[config.mk]
export PLATFORM = sky130hd
export DESIGN_NAME = des_key_schedule_flat
export DESIGN_NICKNAME = d
export VERILOG_FILES = /design/src/desks_pkg.sv /design/src/desks_key_if.sv /design/src/desks_rkey_if.sv /design/src/des_key_schedule.sv /design/src/flat_wrapper.sv
export SDC_FILE = /design/constraint.sdc
export NUM_CORES = 1
export LEC_CHECK = 0
export BUFFER_PORTS_ARGS = -buffer_cell sky130_fd_sc_hd__clkbuf_2
export CORE_MARGIN = 8
export CORE_UTILIZATION = 53
export CTS_CLUSTER_DIAMETER = 30
export DETAILED_ROUTE_END_ITERATION = 10
export PLACE_DENSITY = 0.79
export SLEW_MARGIN = 20
export SYNTH_ARGS = -nofsm -noshare
export SYNTH_HDL_FRONTEND = slang
export SYNTH_SLANG_ARGS = --single-unit
[constraint.sdc]
create_clock -name clk -period 3.85 [get_ports clk]
set_input_delay 0.385 -clock clk [delete_from_list [all_inputs] [get_ports clk]]
set_output_delay 0.385 -clock clk [all_outputs]
set_load 0.005 [all_outputs]
[src/desks_pkg.sv]
`default_nettype none
package desks_pkg;

	localparam int Rounds   = 16;
	localparam int RoundW   = $clog2(Rounds);
	localparam int HalfBits = 28;
	localparam int KeyBytes = 8;
	localparam int GroupW   = 6;
	localparam int Groups   = 8;

	localparam logic [RoundW-1:0] RoundLast = RoundW'(Rounds - 1);

	typedef logic [7:0] pick_map_t [HalfBits];
	typedef logic [4:0] sel_row_t [GroupW];
	typedef sel_row_t   sel_map_t [Groups];

	// PC1: byte index in high nibble, bit (counted after the one-place shift) in low nibble
	localparam pick_map_t PickC = '{
		8'h77, 8'h67, 8'h57, 8'h47, 8'h37, 8'h27, 8'h17, 8'h07,
		8'h76, 8'h66, 8'h56, 8'h46, 8'h36, 8'h26, 8'h16, 8'h06,
		8'h75, 8'h65, 8'h55, 8'h45, 8'h35, 8'h25, 8'h15, 8'h05,
		8'h74, 8'h64, 8'h54, 8'h44
	};

	localparam pick_map_t PickD = '{
		8'h71, 8'h61, 8'h51, 8'h41, 8'h31, 8'h21, 8'h11, 8'h01,
		8'h72, 8'h62, 8'h52, 8'h42, 8'h32, 8'h22, 8'h12, 8'h02,
		8'h73, 8'h63, 8'h53, 8'h43, 8'h33, 8'h23, 8'h13, 8'h03,
		8'h34, 8'h24, 8'h14, 8'h04
	};

	// 1 = double rotation in that round
	localparam logic [Rounds-1:0] RotTwo = 16'b0111_1110_1111_1100;

	// PC2 bit picks, groups 1..4 index C, 5..8 index D
	localparam sel_map_t GroupSel = '{
		'{5'd13, 5'd16, 5'd10, 5'd23, 5'd0,  5'd4 },
		'{5'd2,  5'd27, 5'd14, 5'd5,  5'd20, 5'd9 },
		'{5'd22, 5'd18, 5'd11, 5'd3,  5'd25, 5'd7 },
		'{5'd15, 5'd6,  5'd26, 5'd19, 5'd12, 5'd1 },
		'{5'd12, 5'd23, 5'd2,  5'd8,  5'd18, 5'd26},
		'{5'd1,  5'd11, 5'd22, 5'd16, 5'd4,  5'd19},
		'{5'd15, 5'd20, 5'd10, 5'd27, 5'd5,  5'd24},
		'{5'd17, 5'd13, 5'd21, 5'd7,  5'd0,  5'd3 }
	};

	// key is {byte7, ..., byte0}; pick bit n of a byte means raw bit n-1
	function automatic logic [HalfBits-1:0] pc1_gather(input logic [8*KeyBytes-1:0] key,
			input pick_map_t map);
		logic [HalfBits-1:0] h;
		logic [2:0] bsel;
		logic [2:0] isel;
		h = '0;
		for (int i = 0; i < HalfBits; i++) begin
			bsel = map[i][6:4];
			isel = map[i][2:0];
			if (isel != 3'd0) begin
				h[i] = key[{bsel, 3'(isel - 3'd1)}];
			end
		end
		return h;
	endfunction

	function automatic logic [HalfBits-1:0] rot_half(input logic [HalfBits-1:0] h,
			input logic two);
		return two ? {h[1:0], h[HalfBits-1:2]} : {h[0], h[HalfBits-1:1]};
	endfunction

	function automatic logic [GroupW-1:0] pc2_group(input logic [HalfBits-1:0] h,
			input logic [2:0] s);
		logic [GroupW-1:0] g;
		for (int b = 0; b < GroupW; b++) begin
			g[b] = h[GroupSel[s][b]];
		end
		return g;
	endfunction

endpackage
`default_nettype wire

[src/desks_key_if.sv]
`default_nettype none
interface desks_key_if;
	logic       valid;
	logic       ready;
	logic [7:0] key_byte_0;
	logic [7:0] key_byte_1;
	logic [7:0] key_byte_2;
	logic [7:0] key_byte_3;
	logic [7:0] key_byte_4;
	logic [7:0] key_byte_5;
	logic [7:0] key_byte_6;
	logic [7:0] key_byte_7;

	modport source (output valid, key_byte_0, key_byte_1, key_byte_2, key_byte_3,
		key_byte_4, key_byte_5, key_byte_6, key_byte_7, input ready);
	modport sink (input valid, key_byte_0, key_byte_1, key_byte_2, key_byte_3,
		key_byte_4, key_byte_5, key_byte_6, key_byte_7, output ready);
endinterface
`default_nettype wire

[src/desks_rkey_if.sv]
`default_nettype none
interface desks_rkey_if;
	logic       valid;
	logic       ready;
	logic [3:0] round_index;
	logic       is_last;
	logic [5:0] group_s1;
	logic [5:0] group_s2;
	logic [5:0] group_s3;
	logic [5:0] group_s4;
	logic [5:0] group_s5;
	logic [5:0] group_s6;
	logic [5:0] group_s7;
	logic [5:0] group_s8;

	modport source (output valid, round_index, is_last, group_s1, group_s2, group_s3,
		group_s4, group_s5, group_s6, group_s7, group_s8, input ready);
	modport sink (input valid, round_index, is_last, group_s1, group_s2, group_s3,
		group_s4, group_s5, group_s6, group_s7, group_s8, output ready);
endinterface
`default_nettype wire

[src/des_key_schedule.sv]
// Channel   Dir  Beat                                   Handshake
// key       in   one 8-byte key, bit 7 of bytes unused   valid/ready
// rkey      out  one round key: index, last, 8 groups    valid/ready
//
// One key gives sixteen round-key beats, a figure set by the round counter,
// one per cycle when rkey is not stalled.
// The next key is taken in the cycle the sixteenth round is loaded into the
// output register, so keys stream without gaps.
// Reset (arst_n low) clears the busy flag and the output valid; no key in flight.
// A stall on rkey freezes the round counter and both halves; nothing is dropped.
`default_nettype none
module des_key_schedule (
	input  wire          clk,
	input  wire          arst_n,
	desks_key_if.sink    key,
	desks_rkey_if.source rkey
);
	import desks_pkg::*;

	// working halves, as rotated up to the previous round
	logic [HalfBits-1:0] c_q;
	logic [HalfBits-1:0] d_q;
	logic [RoundW-1:0]   round_q;
	logic                busy_q;

	// output register
	logic                out_valid_q;
	logic [RoundW-1:0]   out_round_q;
	logic                out_last_q;
	logic [GroupW-1:0]   out_grp_q [Groups];

	logic                advance;
	logic                key_take;
	logic [HalfBits-1:0] c_rot;
	logic [HalfBits-1:0] d_rot;
	logic [8*KeyBytes-1:0] key_flat;

	// output register free now or emptying this cycle
	assign advance  = busy_q && (!out_valid_q || rkey.ready);
	assign key.ready = !busy_q || (advance && (round_q == RoundLast));
	assign key_take = key.valid && key.ready;

	assign key_flat = {key.key_byte_7, key.key_byte_6, key.key_byte_5, key.key_byte_4,
		key.key_byte_3, key.key_byte_2, key.key_byte_1, key.key_byte_0};

	assign c_rot = rot_half(c_q, RotTwo[round_q]);
	assign d_rot = rot_half(d_q, RotTwo[round_q]);

	// round generator
	always_ff @(posedge clk or negedge arst_n) begin
		if (!arst_n) begin
			busy_q  <= 1'b0;
			round_q <= '0;
		end else if (key_take) begin
			busy_q  <= 1'b1;
			round_q <= '0;
		end else if (advance) begin
			busy_q  <= (round_q != RoundLast);
			round_q <= round_q + RoundW'(1);
		end
	end

	// halves: PC1 on a new key, else the rotated value once a round is issued
	always_ff @(posedge clk) begin
		if (key_take) begin
			c_q <= pc1_gather(key_flat, PickC);
			d_q <= pc1_gather(key_flat, PickD);
		end else if (advance) begin
			c_q <= c_rot;
			d_q <= d_rot;
		end
	end

	always_ff @(posedge clk or negedge arst_n) begin
		if (!arst_n) begin
			out_valid_q <= 1'b0;
		end else if (advance) begin
			out_valid_q <= 1'b1;
		end else if (rkey.ready) begin
			out_valid_q <= 1'b0;
		end
	end

	always_ff @(posedge clk) begin
		if (advance) begin
			out_round_q <= round_q;
			out_last_q  <= (round_q == RoundLast);
			for (int s = 0; s < Groups; s++) begin
				out_grp_q[s] <= pc2_group((s < Groups/2) ? c_rot : d_rot, 3'(s));
			end
		end
	end

	assign rkey.valid       = out_valid_q;
	assign rkey.round_index = out_round_q;
	assign rkey.is_last     = out_last_q;
	assign rkey.group_s1    = out_grp_q[0];
	assign rkey.group_s2    = out_grp_q[1];
	assign rkey.group_s3    = out_grp_q[2];
	assign rkey.group_s4    = out_grp_q[3];
	assign rkey.group_s5    = out_grp_q[4];
	assign rkey.group_s6    = out_grp_q[5];
	assign rkey.group_s7    = out_grp_q[6];
	assign rkey.group_s8    = out_grp_q[7];

`ifndef SYNTHESIS
	// a taken key starts at round 0
	a_key_start: assert property (@(posedge clk) disable iff (!arst_n)
		key_take |=> busy_q && (round_q == '0))
		else $error("key taken but generator not at round 0");

	// keys are refused only while a schedule runs
	a_ready_idle: assert property (@(posedge clk) disable iff (!arst_n)
		!key.ready |-> busy_q)
		else $error("key refused while idle");

	// a non-final round key leaves the generator running
	a_no_early_end: assert property (@(posedge clk) disable iff (!arst_n)
		rkey.valid && rkey.ready && !rkey.is_last |-> busy_q)
		else $error("schedule ended before the last round");

	// round keys come in order within a key
	a_round_order: assert property (@(posedge clk) disable iff (!arst_n)
		advance && (round_q != '0) |-> out_round_q == round_q - RoundW'(1))
		else $error("round key out of order");
`endif

endmodule
`default_nettype wire

[src/flat_wrapper.sv]
// flat-port wrapper written by rule: the top's interface ports become plain ports
module des_key_schedule_flat import desks_pkg::*;
  (clk, arst_n, key_valid, key_key_byte_0, key_key_byte_1, key_key_byte_2, key_key_byte_3, key_key_byte_4, key_key_byte_5, key_key_byte_6, key_key_byte_7, key_ready, rkey_valid, rkey_round_index, rkey_is_last, rkey_group_s1, rkey_group_s2, rkey_group_s3, rkey_group_s4, rkey_group_s5, rkey_group_s6, rkey_group_s7, rkey_group_s8, rkey_ready);
  desks_key_if key_i ();
  desks_rkey_if rkey_i ();
  input  wire clk;
  input  wire arst_n;
  input wire logic [$bits(key_i.valid)-1:0] key_valid;
  input wire logic [$bits(key_i.key_byte_0)-1:0] key_key_byte_0;
  input wire logic [$bits(key_i.key_byte_1)-1:0] key_key_byte_1;
  input wire logic [$bits(key_i.key_byte_2)-1:0] key_key_byte_2;
  input wire logic [$bits(key_i.key_byte_3)-1:0] key_key_byte_3;
  input wire logic [$bits(key_i.key_byte_4)-1:0] key_key_byte_4;
  input wire logic [$bits(key_i.key_byte_5)-1:0] key_key_byte_5;
  input wire logic [$bits(key_i.key_byte_6)-1:0] key_key_byte_6;
  input wire logic [$bits(key_i.key_byte_7)-1:0] key_key_byte_7;
  output wire logic [$bits(key_i.ready)-1:0] key_ready;
  output wire logic [$bits(rkey_i.valid)-1:0] rkey_valid;
  output wire logic [$bits(rkey_i.round_index)-1:0] rkey_round_index;
  output wire logic [$bits(rkey_i.is_last)-1:0] rkey_is_last;
  output wire logic [$bits(rkey_i.group_s1)-1:0] rkey_group_s1;
  output wire logic [$bits(rkey_i.group_s2)-1:0] rkey_group_s2;
  output wire logic [$bits(rkey_i.group_s3)-1:0] rkey_group_s3;
  output wire logic [$bits(rkey_i.group_s4)-1:0] rkey_group_s4;
  output wire logic [$bits(rkey_i.group_s5)-1:0] rkey_group_s5;
  output wire logic [$bits(rkey_i.group_s6)-1:0] rkey_group_s6;
  output wire logic [$bits(rkey_i.group_s7)-1:0] rkey_group_s7;
  output wire logic [$bits(rkey_i.group_s8)-1:0] rkey_group_s8;
  input wire logic [$bits(rkey_i.ready)-1:0] rkey_ready;
  assign key_i.valid = key_valid;
  assign key_i.key_byte_0 = key_key_byte_0;
  assign key_i.key_byte_1 = key_key_byte_1;
  assign key_i.key_byte_2 = key_key_byte_2;
  assign key_i.key_byte_3 = key_key_byte_3;
  assign key_i.key_byte_4 = key_key_byte_4;
  assign key_i.key_byte_5 = key_key_byte_5;
  assign key_i.key_byte_6 = key_key_byte_6;
  assign key_i.key_byte_7 = key_key_byte_7;
  assign key_ready = key_i.ready;
  assign rkey_valid = rkey_i.valid;
  assign rkey_round_index = rkey_i.round_index;
  assign rkey_is_last = rkey_i.is_last;
  assign rkey_group_s1 = rkey_i.group_s1;
  assign rkey_group_s2 = rkey_i.group_s2;
  assign rkey_group_s3 = rkey_i.group_s3;
  assign rkey_group_s4 = rkey_i.group_s4;
  assign rkey_group_s5 = rkey_i.group_s5;
  assign rkey_group_s6 = rkey_i.group_s6;
  assign rkey_group_s7 = rkey_i.group_s7;
  assign rkey_group_s8 = rkey_i.group_s8;
  assign rkey_i.ready = rkey_ready;
  des_key_schedule u_core (.clk(clk), .arst_n(arst_n), .key(key_i), .rkey(rkey_i));
endmodule
==> reports/results.env <==
RESULT_OF_THE_RUN='complete, no violations'
TIMING.CRITICAL_PATH.ARRIVAL_PS=2990
WORSTSKEWPAIRLATENCY_PS=500
YOSYSSEQAREASHARE=0.674
RELSLEWSLACK=0.515
IO_PINS=123
WIRE_PER_INST_UM=19.0
CTS_ROOT_BUF='sky130_fd_sc_hd__clkbuf_8'
AVGVIACOUNTPERCELL=5.16
HOLD_FAILS_FINAL_RPT=0
FINALCRITICALPERIOD_PS=2740
LAYOUTNONFILLERINSTCOUNT=545
DETAILEDROUTE.FIRSTITERATIONVIOLATIONS=147
GLOBALROUTETOTALUTIL=0.166
DPL-INSTANCE-AREA_MM2=0.00576
CLOCK-SKEW-FINAL_PS=6.61
CTS.REPORTEDPATHS.CLKPINSLEW_PS=60
SYNTH-WARNING-COUNT=0
NUM_ANTENNA_CELLS=0
FIRSTDRTPASSITERS=5
HOLD_SLACK_PS=181
GP_ROUTABILITY_CONGESTION=0.816
COMMONEST_CELLS_AFTER_ROUTING_FILL_AND_TAPS_ASIDE='sky130_fd_sc_hd__clkbuf_2, sky130_fd_sc_hd__edfxtp_1, sky130_fd_sc_hd__mux2_2, sky130_fd_sc_hd__mux2_4, sky130_fd_sc_hd__clkbuf_16'
NNETSFINAL=473
RSZ0062_AT_GRT='no'
CTS_TREE='yes'
ROWS=35
FINAL_COMMON_CELL='sky130_fd_sc_hd__clkbuf_2'
FINAL-SETUP-VIOL-COUNT=0
ROUTE.FINAL.WIRE_LENGTH_MM=10.3
LEAKAGE_nW=2.58
CRIT_TYPE='flip-flop to flip-flop'
CRITPATHMAXFANOUT=35
POSTROUTEANTENNANETS=0
INITIAL_ANTENNA_VIOLATION_COUNT=0
POWER-PER-CELL-AREA_mW_PER_MM2=987
PLACE.DETAILED.HPWL_MM=6.95
YOSYS_REGISTER_BITS=115
FILLCELLCOUNT=672
TOP_AREA_CELLS_IN_THE_SYNTHESIZED_NETLIST='sky130_fd_sc_hd__edfxtp_1, sky130_fd_sc_hd__mux2_2, sky130_fd_sc_hd__mux2_4, sky130_fd_sc_hd__dfrtp_1, sky130_fd_sc_hd__mux2i_1'
DIE_W_UM=114
GRT_PASS1_WL_MM=16.5
FINAL_LAYOUT_SIZE_SUFFIX_GT1_FRAC=0.589
CTS_INSERTED_BUFFERS=17
POST_SYNTH.CELL_AREA_AVG_UM2=18.2
WP_DATA_REQUIRED_PS=4100
BUFFER_PORTS.INSERTED=114
FMAX_GHz=0.365
STARTPOINT_TYPE='flip-flop'
CRITPATHCAPTURETYPE='flip-flop'
DIE_AREA_MM2=0.0130
CTS_SETUP_BUFFERS=0
MAPPEDNETLISTNETS=349
DIEHEIGHT_UM=114
GLOBALROUTEOVERFLOWTOTAL=0
AREA_GROWTH_SYN_TO_LAYOUT_PCT=24.7
CTS.PATH.MAX_BUFFERS=2
VIA_COUNT=2810
POST-ROUTE-UTIL=0.682
CTS_HOLD_REPAIR.BUFFERS=1
POST-ROUTE-DRC-COUNT=0
STARTING_DENSITY_OF_THE_CORE=0.547
YOSYS.AREA.TOP_TYPE_SHARE=0.644
CORE_REGION_AREA_MM2=0.00928
SYNTH.LARGEST_AREA_CELL='sky130_fd_sc_hd__edfxtp_1'
MAX_CAP_VIOL_COUNT=0
FINAL_MAX_SLEW_VIOL_COUNT=0
PLACED_CELLS=512
SYNTH_CELLS=279
SYNTH.DISTINCT_CELLS=26
MAXIMUM_NUMBER_OF_PINS_ON_ONE_NET_BEFORE_GLOBAL_ROUTE_REPAIR=54
SETUP-TNS-FINAL_PS=0
VDD_IR_DROP_MAX_uV=505
WORST_PIN_SLEW_PS=727
TRITONCTS_NUM_SINKS=115
POST_SYNTH_INSTANCE_AREA_MM2=0.00508
NUMBER_OF_GLOBAL_ROUTE_VIAS_BEFORE_REPAIR=3188
POSTLAYOUTCELLAREA_MM2=0.00633
FINAL_MIN_PERIOD_OVER_CLOCK_PERIOD=0.712
CTSHTREEMAXLEVEL=4
CTS_RESIZED=0
WORSTHOLDPATHTYPE='input port to flip-flop'
[synthesized netlist by cell type (all sizes together)]
master / number
buf: 11
mux2: 96
a21bo: 1
mux2i: 8
xor2: 2
o31ai: 1
nor2: 3
clkbuf: 3
nand2b: 3
a21oi: 1
ha: 2
and2: 1
nand2: 4
xnor2: 1
nand3: 12
dfrtp: 6
edfxtp: 109
and2b: 1
inv: 4
and3: 1
o21ai: 8
nor2b: 1
[area by class of cell]
cell class                      count  area (um2)  area share
Sequential cell                   115        3420       0.540
Multi-Input combinational cell    146        1550       0.244
Timing Repair Buffer              119         623      0.0984
Clock buffer                       19         422      0.0666
Tap cell                          129         161      0.0255
Clock inverter                     13         141      0.0223
Inverter                            4        17.5     0.00277
[sequential cells by signal, summed over array words and instances (netlist names)]
signal,flops
u_core.busy_q,1
u_core.c_q,28
u_core.d_q,28
u_core.out_grp_q,48
u_core.rkey.is_last,1
u_core.rkey.round_index,4
u_core.rkey.valid,1
u_core.round_q,4
[metal layers]
layer	up-vias	part of all wire	track usage
li1	1327	-	-
met1	1380	0.41	0.193
met2	93	0.51	0.276
met3	10	0.064	0.0549
met4	0	0.013	0.0692
met5	-	0	0
[path summary, 6_finish.rpt]
check                             startpoint                          to  slack (ps)  depth (start not counted)
max                        u_core.round_q[1]              u_core.c_q[12]        1110                          7
min                        key_key_byte_0[0]               u_core.d_q[7]         180                          2
max reg2reg                u_core.round_q[1]              u_core.c_q[12]        1110                          7
min reg2reg                u_core.round_q[0]  u_core.rkey.round_index[0]         530                          0
max in group asynchronous             arst_n           u_core.round_q[3]        3440                          2
min in group asynchronous             arst_n           u_core.rkey.valid         250                          2
[logic make-up after synthesis]
logic type | Yosys count | synth area share
flops | 115 | 0.674
mux | 104 | 0.252
simple gates | 26 | 0.0264
buf+inv | 18 | 0.0239
compound gates | 11 | 0.0133
xor+xnor | 3 | 0.00517
fa+ha+maj | 2 | 0.00493
[power by group]
group	switching [mW]	total [mW]	internal, mW
clock network	0.518	1.49	0.970
logic	0.881	2.15	1.26
registers	0.287	2.62	2.33
total	1.69	6.25	4.56
[critical path: stages (launching register included)]
cell and delay [ps]:
sky130_fd_sc_hd__dfrtp_1 430, sky130_fd_sc_hd__ha_1 230, sky130_fd_sc_hd__nand3_1 150, sky130_fd_sc_hd__inv_1 80
sky130_fd_sc_hd__a21bo_2 310, sky130_fd_sc_hd__nand2_2 350, sky130_fd_sc_hd__buf_4 510, sky130_fd_sc_hd__mux2_2 400
[stage by stage]
step	setup WS [ps]	total power [mW]
detailed placement	1130	4.80
finish	1110	6.25
CTS	1080	6.32
global placement	1150	4.70
global route	971	6.59
floorplan	950	4.18
(Power assumes the default switching activity.)
